File: config.mk
export PLATFORM = sky130hd
export DESIGN_NAME = prime_factor_count
export DESIGN_NICKNAME = d
export VERILOG_FILES = /design/src/hw/rtl/pfc_pkg.sv /design/src/hw/rtl/pfc_dpath.sv /design/src/hw/rtl/pfc_ctrl.sv /design/src/hw/rtl/prime_factor_count.sv
export SDC_FILE = /design/constraint.sdc
export NUM_CORES = 1
export LEC_CHECK = 0
export BUFFER_PORTS_ARGS = -buffer_cell sky130_fd_sc_hd__buf_2
export CAP_MARGIN = 5
export CORE_MARGIN = 2
export CORE_UTILIZATION = 38
export CTS_CLUSTER_DIAMETER = 30
export DETAILED_ROUTE_END_ITERATION = 8
export PLACE_DENSITY = 0.63
export SLEW_MARGIN = 20
export SYNTH_ARGS = -nofsm -noshare
export SYNTH_HDL_FRONTEND = slang
export SYNTH_SLANG_ARGS = --single-unit
export TNS_END_PERCENT = 1
File: constraint.sdc
create_clock -name clk -period 6.6 [get_ports clk]
set_input_delay 0.66 -clock clk [delete_from_list [all_inputs] [get_ports clk]]
set_output_delay 0.66 -clock clk [all_outputs]
set_load 0.01 [all_outputs]
File: src/hw/rtl/pfc_pkg.sv
// ----------------------------------------------------------------------------
// pfc_pkg
// Shared widths, constants and controller/datapath interface types for the
// prime factor counter.
// ----------------------------------------------------------------------------
package pfc_pkg;

  localparam int VALUE_W = 32;
  localparam int DIV_W   = VALUE_W / 2 + 1;
  localparam int COUNT_W = 6;
  localparam int STEP_W  = $clog2(VALUE_W);

  localparam logic [DIV_W-1:0]  FIRST_DIVISOR = DIV_W'(2);
  localparam logic [STEP_W-1:0] LAST_STEP     = STEP_W'(VALUE_W - 1);

  typedef struct packed {
    logic load;
    logic div_init;
    logic div_step;
    logic count_prime;
    logic divide_out;
    logic next_divisor;
    logic emit;
  } pfc_cmd_t;

  typedef struct packed {
    logic below_two;
    logic div_done;
    logic over_root;
    logic exact;
  } pfc_status_t;

endpackage

File: src/hw/rtl/pfc_dpath.sv
// ----------------------------------------------------------------------------
// pfc_dpath
// Remainder, trial divisor and count registers with a restoring bit-serial
// divider that yields one quotient bit per cycle.
// ----------------------------------------------------------------------------
module pfc_dpath (
  input  logic                          clk,
  input  logic [pfc_pkg::VALUE_W-1:0]   value,
  input  pfc_pkg::pfc_cmd_t             cmd,
  output pfc_pkg::pfc_status_t          status,
  output logic [pfc_pkg::COUNT_W-1:0]   factor_count
);

  logic [pfc_pkg::VALUE_W-1:0] remaining;
  logic [pfc_pkg::DIV_W-1:0]   divisor;
  logic [pfc_pkg::COUNT_W-1:0] count;
  logic [pfc_pkg::VALUE_W-1:0] quot;
  logic [pfc_pkg::DIV_W-1:0]   prem;
  logic [pfc_pkg::STEP_W-1:0]  step;

  logic [pfc_pkg::DIV_W:0]     trial;
  logic                        trial_fits;
  logic [pfc_pkg::DIV_W:0]     trial_diff;

  assign trial      = {prem, quot[pfc_pkg::VALUE_W-1]};
  assign trial_fits = trial >= {1'b0, divisor};
  assign trial_diff = trial - {1'b0, divisor};

  assign status.below_two = remaining[pfc_pkg::VALUE_W-1:1] == '0;
  assign status.div_done  = step == pfc_pkg::LAST_STEP;
  assign status.over_root = pfc_pkg::VALUE_W'(divisor) > quot;
  assign status.exact     = prem == '0;

  always_ff @(posedge clk) begin
    if (cmd.load) begin
      remaining <= value;
      divisor   <= pfc_pkg::FIRST_DIVISOR;
      count     <= '0;
    end
    if (cmd.div_init) begin
      quot <= remaining;
      prem <= '0;
      step <= '0;
    end
    if (cmd.div_step) begin
      if (trial_fits) begin
        prem <= trial_diff[pfc_pkg::DIV_W-1:0];
      end else begin
        prem <= trial[pfc_pkg::DIV_W-1:0];
      end
      quot <= {quot[pfc_pkg::VALUE_W-2:0], trial_fits};
      step <= step + 1'b1;
    end
    if (cmd.count_prime) begin
      count <= count + 1'b1;
    end
    if (cmd.divide_out) begin
      remaining <= quot;
      count     <= count + 1'b1;
    end
    if (cmd.next_divisor) begin
      divisor <= divisor + 1'b1;
    end
    if (cmd.emit) begin
      factor_count <= count;
    end
  end

endmodule

File: src/hw/rtl/pfc_ctrl.sv
// ----------------------------------------------------------------------------
// pfc_ctrl
// Sequencer for the trial division: check the remainder, run one bit-serial
// division per trial, act on quotient and remainder, hand off result.
// ----------------------------------------------------------------------------
module pfc_ctrl (
  input  logic                 clk,
  input  logic                 rst,
  input  logic                 in_valid,
  output logic                 in_stall,
  output logic                 out_valid,
  input  logic                 out_stall,
  input  pfc_pkg::pfc_status_t status,
  output pfc_pkg::pfc_cmd_t    cmd
);

  typedef enum logic [2:0] {
    IDLE,
    CHECK,
    DIVIDE,
    DECIDE,
    FINISH
  } state_t;

  state_t state;
  state_t state_next;
  logic   out_free;

  assign out_free = !out_valid || !out_stall;
  assign in_stall = state != IDLE;

  always_comb begin
    cmd        = '0;
    state_next = state;
    unique case (state)
      IDLE: begin
        if (in_valid) begin
          cmd.load   = 1'b1;
          state_next = CHECK;
        end
      end
      CHECK: begin
        if (status.below_two) begin
          state_next = FINISH;
        end else begin
          cmd.div_init = 1'b1;
          state_next   = DIVIDE;
        end
      end
      DIVIDE: begin
        cmd.div_step = 1'b1;
        if (status.div_done) begin
          state_next = DECIDE;
        end
      end
      DECIDE: begin
        priority if (status.over_root) begin
          cmd.count_prime = 1'b1;
          state_next      = FINISH;
        end else if (status.exact) begin
          cmd.divide_out = 1'b1;
          state_next     = CHECK;
        end else begin
          cmd.next_divisor = 1'b1;
          state_next       = CHECK;
        end
      end
      FINISH: begin
        if (out_free) begin
          cmd.emit   = 1'b1;
          state_next = IDLE;
        end
      end
      default: begin
        state_next = IDLE;
      end
    endcase
  end

  always_ff @(posedge clk) begin
    if (rst) begin
      state     <= IDLE;
      out_valid <= 1'b0;
    end else begin
      state <= state_next;
      if (cmd.emit) begin
        out_valid <= 1'b1;
      end else if (!out_stall) begin
        out_valid <= 1'b0;
      end
    end
  end

endmodule

File: src/hw/rtl/prime_factor_count.sv
// ----------------------------------------------------------------------------
// prime_factor_count
// Counts the prime factors of a 32-bit unsigned value, with multiplicity,
// by trial division.
// ----------------------------------------------------------------------------
// One request at a time. Each trial divisor takes a remainder check, a
// 32-bit division on the shared bit-serial divider and a decision; a
// factor found repeats the same divisor. Divisors run from 2 until their
// square exceeds the remainder, so inputs 0 and 1 finish without any
// division, while a large prime tries divisors up to about 65536. The result
// sits in an output register, and a new request is taken once the previous
// one has reached it.
// ----------------------------------------------------------------------------
module prime_factor_count (
  input  logic                        clk,
  input  logic                        rst,
  input  logic                        in_valid,
  output logic                        in_stall,
  input  logic [pfc_pkg::VALUE_W-1:0] value,
  output logic                        out_valid,
  input  logic                        out_stall,
  output logic [pfc_pkg::COUNT_W-1:0] factor_count
);

  pfc_pkg::pfc_cmd_t    cmd;
  pfc_pkg::pfc_status_t status;

  pfc_ctrl u_ctrl (
    .clk       (clk),
    .rst       (rst),
    .in_valid  (in_valid),
    .in_stall  (in_stall),
    .out_valid (out_valid),
    .out_stall (out_stall),
    .status    (status),
    .cmd       (cmd)
  );

  pfc_dpath u_dpath (
    .clk          (clk),
    .value        (value),
    .cmd          (cmd),
    .status       (status),
    .factor_count (factor_count)
  );

endmodule
==> results.txt, run 1 <==
----------------------------------------------------
[Outcome]
  Outcome ... completed

[Logic synthesis]
  Part of the Yosys area used for sequential elements ... 0.533
  Top flip-flop cell by instance count after synthesis ... sky130_fd_sc_hd__edfxtp_1
  Cells taking the most area after synthesis ... sky130_fd_sc_hd__edfxtp_1, sky130_fd_sc_hd__ha_1, sky130_fd_sc_hd__nand2_1
  Share of flip-flops with an asynchronous set or reset ... 0
  Cell area after synthesis ... about 6600 sq um
  Number of synthesized flops with an enable pin ... about 120
  Nets in the synthesized netlist ... 700
  Post-synth top cells ... sky130_fd_sc_hd__edfxtp_1, sky130_fd_sc_hd__nand2_1, sky130_fd_sc_hd__nor2_1
  Biggest area consumer among synthesized cells ... sky130_fd_sc_hd__edfxtp_1
  Library cell with the highest instance count after synthesis ... sky130_fd_sc_hd__edfxtp_1
  Library cells used by synthesis ... 47
  Synthesis-stage register bit count ... 119
  Warnings, synthesis ... 0
  Proportion of netlist area held by the largest area contributor ... 0.521
  Number of instances in the synthesized netlist ... 625
  Mean Syn Cell Area ... ~11 sq um

[Clock network]
  Clk sinks ... ~120
  Clock buffer depth ... 2
  Clock slew at reported path FFs ... around 0.05 ns
  TritonCTS clock tree ... done
  Number of buffers inserted to repair setup after CTS ... 0
  Number of levels the H-tree was split into ... 4
  Post-cts gate resize count ... 0
  Post-CTS Hold Buffers ... 0
  Number of buffers added by the clock tree synthesis step ... 17
  Root Buffer Master ... sky130_fd_sc_hd__clkbuf_16
  Source-to-sink clock delay at the later pin of the worst-skew pair ... between 0.4 and 0.5 ns

[Timing]
  Worst Setup Slack, final ... ~3.4 ns
  Unrepaired setup endpoints after global routing ... false
  Measured slew at the worst slew-check pin ... 0.922 ns
  Number of pins exceeding their max-slew limit in the final report ... 0
  Final number of hold-violating endpoints ... 0
  Accumulated negative setup slack ... 0 ns
  Maximum clock skew at final layout ... ~0.0084 ns
  Time the worst path needs with I/O delays and setup ... 3.22 ns
  Number of setup violations in the final report ... 0
  Top achievable clock speed ... 310 MHz
  Final clock period utilization by the worst path ... 0.489
  Worst hold margin ... approximately 0.45 ns
  Worst slew margin ... 0.385

[Run]
  Maximum Capacitance Violations ... 0

[Critical path]
  Beginning of the critical path ... u_dpath.divisor[12]
  Category of the worst setup path launch point ... flip-flop
  Required time at the endpoint of the critical path ... around 6.6 ns
  Worst R2R Start ... u_dpath.divisor[12]
  Critical path start-end classification ... reg -> reg
  Critical Path Sink Type ... flip-flop
  Max FO, Critical Path ... 18
  Internal reg-to-reg setup slack ... around 3.4 ns
  Arrival time reported for the critical path endpoint ... around 3.3 ns

[GRT]
  Largest net degree at the start of global routing ... 66
  Global-route wire length before repair ... 24400 um
  Total congestion overflow after global routing ... 0
  Antenna violations before repair ... 0
  Vias in the first global route ... 4681
  Overall routing resource usage ... 0.172

[Floorplan]
  Effective utilization at floorplan ... 0.386
  Core region area ... 17200 sq um
  IO Pins ... 44
  Die boundary height ... approximately 140 um
  Die Wd ... 136 um
  Die Footprint ... ~19000 sq um
  Number of rows in the core area ... between 40 and 50

[Placed design]
  Worst slack after detailed placement ... 3.36 ns
  Detail Placement HPWL ... between 10000 and 15000 um
  Weighted congestion reported at the end of routability-driven placement ... between 0.8 and 0.9
  Count of buffers inserted at the top-level ports ... 43
  Cell area reported after detailed placement ... about 7100 sq um

[Min path]
  Worst hold path type ... in -> reg
  Hold Startpoint ... rst

[Final layout]
  Utilization after layout ... 0.447
  Post-synthesis to final-layout area growth ... 16.0%
  Post-layout nets ... 749
  Finished Cell Area ... a little under 8000 sq um
  Share of final-layout standard cells stronger than drive strength 1 ... 0.144
  Number of inserted diodes ... 0
  FILL cells ... 1586

[Detailed routing]
  Vias per cell ... between 5 and 6
  Number of iterations in the first detailed-routing pass ... 5
  1st-iter DRT viols ... around 390
  Detail Route Antenna Nets ... 0
  Routed WL ... 15200 um
  Routed length per instance ... ~17 um
  Total number of vias ... around 4900
  Number of remaining DRC errors ... 0

[Power]
  Sw frac ... 0.262
  Internal Dissipation ... approximately 1700 uW
  Portion of total power attributed to combinational logic ... 0.158
  Peak supply drop ... approximately 180 uV
  Leakage component of the power ... between 0.003 and 0.004 uW
  Seq pwr share ... 0.426
  Portion of total power attributed to the clock network ... 0.416
  Switching power total ... between 500 and 600 uW
  Power density normalized to cell area ... 296 nW/um^2

----------------------------------------------------
-- final cells by class --
| cell class | count | area, sq um | area share |
|---|---|---|---|
| clock buffers | 21 | 440 | 0.0573 |
| clock inverters | 11 | 155 | 0.0202 |
| inverters | 41 | 154 | 0.0200 |
| multi-input cells | 448 | 2880 | 0.374 |
| flip-flops and latches | 119 | 3530 | 0.460 |
| well taps | 225 | 282 | 0.0366 |
| repair buffers | 47 | 245 | 0.0319 |
-- worst max-delay path, stage by stage, from the launching register on --
cell                        delay, ns
sky130_fd_sc_hd__edfxtp_1        0.50
sky130_fd_sc_hd__ha_1            0.33
sky130_fd_sc_hd__nand4_1         0.13
sky130_fd_sc_hd__nor4_1          0.51
sky130_fd_sc_hd__nand2_1         0.14
sky130_fd_sc_hd__o2111ai_1       0.22
sky130_fd_sc_hd__o21a_1          0.20
sky130_fd_sc_hd__nand2_2         0.21
sky130_fd_sc_hd__nand2_1         0.60
-- routing by layer --
layer  track usage  routed length [um]  up-vias
li1              -                   -     2349
met1         0.223                6730     2323
met2         0.279                7270      150
met3        0.0343                 742       30
met4        0.0758                 455        0
met5             0                   0        -
-- flip-flops by register name, indices dropped and copies added, names as in the netlist --
signal	flops
u_dpath.factor_count	6
u_ctrl.state	3
u_dpath.step	5
u_dpath.divisor	17
u_dpath.remaining	32
u_dpath.quot	32
u_dpath.prem	17
u_ctrl.out_valid	1
u_dpath.count	6
-- kinds of logic (layout without fill, tap and decap cells) --
kind of cell    count (synthesis)  count (layout)  share of synthesized area
compound gates                100             100                     0.0899
xor+xnor                       35              35                     0.0463
fa+ha+maj                      39              39                     0.0748
buf+inv                        58             120                     0.0364
flops                         119             119                      0.533
mux                            26              26                     0.0506
simple gates                  248             248                      0.169
-- path summary, 6_finish.rpt --
check / endpoint / depth (start not counted)
max: u_dpath.divisor[9] / 8
min: u_ctrl.out_valid / 2
max reg2reg: u_dpath.divisor[9] / 8
min reg2reg: u_dpath.factor_count[5] / 0
-- power groups by stage --
stage / Clock (uW) / Combinational [uW] / Sequential (uW)
finish: 946 / 359 / 970
CTS: 957 / 358 / 969
floorplan: 0 / 275 / 967
global route: 986 / 404 / 977
detailed placement: 0 / 356 / 983
global placement: 0 / 348 / 980
-- cells in the final DEF (no fill, tap or decap), types with 4 or more instances in the layout --
| cell | n |
|---|---|
| sky130_fd_sc_hd__nor4_1 | 20 |
| sky130_fd_sc_hd__nand2_1 | 108 |
| sky130_fd_sc_hd__buf_2 | 43 |
| sky130_fd_sc_hd__clkbuf_16 | 17 |
| sky130_fd_sc_hd__bufinv_16 | 4 |
| sky130_fd_sc_hd__clkbuf_1 | 4 |
| sky130_fd_sc_hd__ha_1 | 38 |
| sky130_fd_sc_hd__clkinv_2 | 4 |
| sky130_fd_sc_hd__o21ai_0 | 44 |
| sky130_fd_sc_hd__xor2_1 | 12 |
| sky130_fd_sc_hd__nand3_1 | 18 |
| sky130_fd_sc_hd__and3_1 | 7 |
| sky130_fd_sc_hd__nor3_1 | 9 |
| sky130_fd_sc_hd__buf_4 | 4 |
| sky130_fd_sc_hd__mux2_4 | 15 |
| sky130_fd_sc_hd__nor2_1 | 57 |
| sky130_fd_sc_hd__mux2i_1 | 11 |
| sky130_fd_sc_hd__a21oi_1 | 24 |
| sky130_fd_sc_hd__nand4_1 | 9 |
| sky130_fd_sc_hd__dfxtp_1 | 4 |
| sky130_fd_sc_hd__xnor2_1 | 23 |
| sky130_fd_sc_hd__a211oi_1 | 5 |
| sky130_fd_sc_hd__nand2b_1 | 5 |
| sky130_fd_sc_hd__edfxtp_1 | 115 |
| sky130_fd_sc_hd__inv_1 | 41 |
-- through the flow --
step	instances	total power [uW]
2_1_floorplan	625	1240
3_3_place_gp	880	1330
3_5_place_dp	880	1340
4_1_cts	912	2280
5_1_grt	912	2370
6_report	912	2280
No activity file was read; power rests on OpenSTA's default activity.
==> run 2: changes to the inputs <==
--- a/config.mk
+++ b/config.mk
@@ -11,7 +11,7 @@
 export CORE_UTILIZATION = 38
 export CTS_CLUSTER_DIAMETER = 30
 export DETAILED_ROUTE_END_ITERATION = 8
-export PLACE_DENSITY = 0.63
+export PLACE_DENSITY = 0.65
 export SLEW_MARGIN = 20
 export SYNTH_ARGS = -nofsm -noshare
 export SYNTH_HDL_FRONTEND = slang
==> constraint.sdc (replaced) <==
create_clock -name clk -period 2.7 [get_ports clk]
set_input_delay 0.27 -clock clk [delete_from_list [all_inputs] [get_ports clk]]
set_output_delay 0.27 -clock clk [all_outputs]
set_load 0.01 [all_outputs]
==> results.txt, run 2 (synthesis gave the netlist of run 1 again) <==
----------------------------------------------------
[Floorplan]
  Number of rows in the core area ... 48
  Core region area ... around 17000 sq um
  Die Footprint ... ~19000 sq um
  IO Pins ... between 40 and 50
  Die boundary height ... 136 um
  Die Wd ... roughly 140 um
  Effective utilization at floorplan ... 0.386

[Power]
  Sw frac ... 0.268
  Power density normalized to cell area ... about 710 nW/um^2
  Internal Dissipation ... between 4000 and 5000 uW
  Peak supply drop ... roughly 410 uV
  Seq pwr share ... 0.411
  Portion of total power attributed to the clock network ... 0.410
  Portion of total power attributed to combinational logic ... 0.180
  Switching power total ... between 1500 and 2000 uW
  Leakage component of the power ... roughly 0.0033 uW

[Timing]
  Worst slew margin ... 0.612
  Final number of hold-violating endpoints ... 0
  Accumulated negative setup slack ... 0 ns
  Number of setup violations in the final report ... 0
  Measured slew at the worst slew-check pin ... 0.582 ns
  Time the worst path needs with I/O delays and setup ... 2.63 ns
  Top achievable clock speed ... 380 MHz
  Worst Setup Slack, final ... 0.0673 ns
  Number of pins exceeding their max-slew limit in the final report ... 0
  Maximum clock skew at final layout ... 0.0107 ns
  Final clock period utilization by the worst path ... 0.975

[Detailed routing]
  DRT met1 WL ... about 7100 um
  Number of iterations in the first detailed-routing pass ... 5
  Number of remaining DRC errors ... 0
  Vias per cell ... 5.25
  Total number of vias ... approximately 4900
  Top layer reached by signal wires ... met4
  Routed WL ... roughly 15000 um
  Met3 routed WL ... ~700 um
  Routed length per instance ... between 15 and 20 um
  1st-iter DRT viols ... 379
  Met2 routed WL ... between 7000 and 8000 um
  Detail Route Antenna Nets ... 0

[Critical path]
  Crit-path slowest cell ... sky130_fd_sc_hd__edfxtp_1
  Arrival time reported for the critical path endpoint ... ~2.9 ns
  Maximum single-stage delay on the critical path ... between 0.4 and 0.5 ns
  Required time at the endpoint of the critical path ... 2.98 ns
  Critical path start-end classification ... reg -> reg
  Max FO, Critical Path ... 5
  Worst path cell trace ... inv_1 > ha_1 > o211ai_1 > a21oi_1 > o211ai_1 > a211oi_1 > nor3_1 > or3_1 > a21oi_1
  Category of the worst setup path launch point ... flip-flop
  Critical Path Sink Type ... flip-flop
  Family of cells with the greatest summed delay on the critical path ... compound AO/OA/AOI/OAI gates
  Crit path buffers/inverters ... 1

[Clock network]
  Clock slew at reported path FFs ... approximately 0.060 ns
  Clk sinks ... about 120
  Post-CTS Hold Buffers ... 0
  Number of levels the H-tree was split into ... 4
  TritonCTS clock tree ... done
  Number of buffers added by the clock tree synthesis step ... 17
  Root Buffer Master ... sky130_fd_sc_hd__clkbuf_16
  Source-to-sink clock delay at the later pin of the worst-skew pair ... 0.43 ns
  Clock buffer depth ... 2

[Final layout]
  Number of inserted diodes ... 0
  Leading cell types in the layout, fill and taps excluded ... sky130_fd_sc_hd__edfxtp_1, sky130_fd_sc_hd__nand2_1, sky130_fd_sc_hd__nor2_1
  Finished Cell Area ... ~8100 sq um
  Share of final-layout standard cells stronger than drive strength 1 ... 0.190
  Most common cell after layout, fill and taps aside ... sky130_fd_sc_hd__edfxtp_1
  Registers with the highest flip-flop counts ... u_dpath.quot x32, u_dpath.remaining x32
  Post-synthesis to final-layout area growth ... 21.7%
  Utilization after layout ... 0.469
  Post-layout nets ... 774
  Fin cells ... about 940

[Placed design]
  Detail Placement HPWL ... 11200 um
  Count of buffers inserted at the top-level ports ... 43
  Worst slack after detailed placement ... -0.155 ns
  Weighted congestion reported at the end of routability-driven placement ... 0.889
  Total instance count after detailed placement ... approximately 900
  Cell area reported after detailed placement ... 7340 sq um

[GRT]
  Largest net degree at the start of global routing ... 40
  Antenna violations before repair ... 0
  Total congestion overflow after global routing ... 0
  Overall routing resource usage ... 0.174
  Global-route wire length before repair ... approximately 25000 um
  Vias in the first global route ... 4848

[Min path]
  Worst hold path type ... in -> reg

[Run]
  Maximum Capacitance Violations ... 0

[Outcome]
  Outcome ... completed

----------------------------------------------------
## run 2: timing repair
item                                    CTS  global route
cloned                                    0             1
setup buffers                             0             1
resized for setup                         1            10
pin swaps                                 0             5
endpoints found under the setup margin   90           120
## run 2: final timing paths
kind	start	endpoint	slack, ns	depth (start not counted)
worst min-delay path	rst	u_ctrl.out_valid	0.04	2
worst max-delay path	u_dpath.divisor[4]	u_dpath.prem[13]	0.07	9
worst max register to register	u_dpath.divisor[4]	u_dpath.prem[13]	0.07	9
worst min register to register	u_ctrl.out_valid	u_ctrl.out_valid	0.49	2
## run 2: layout make-up
class / instances / area (sq um)
Clock buffer: 21 / 470
Clock inverter: 11 / 148
Timing Repair Buffer: 72 / 526
Fill cell: 1572 / 9110
Tap cell: 225 / 282
Inverter: 41 / 154
Multi-Input combinational cell: 448 / 2950
Sequential cell: 119 / 3530
## run 2: routing by layer
metal	up-vias	GRT usage
met1	2350	0.225
met5	-	0
met2	143	0.284
li1	2407	-
met3	21	0.0429
met4	0	0.0654
## run 2: per-stage QoR
stage	hold WS, ns	total power, uW
2_1_floorplan	0.339	3030
3_3_place_gp	0.463	3340
6_report	0.0424	5740
5_1_grt	0.0507	5970
4_1_cts	0.0322	5720
3_5_place_dp	0.475	3370
## run 2: power by group through the flow
stage | Combinational (uW) | Sequential (uW) | Clock, uW
final | 1030 | 2360 | 2350
after global routing | 1140 | 2370 | 2450
after CTS | 990 | 2350 | 2380
after detailed placement | 982 | 2390 | 0
after global placement | 953 | 2380 | 0
after floorplan | 673 | 2350 | 0
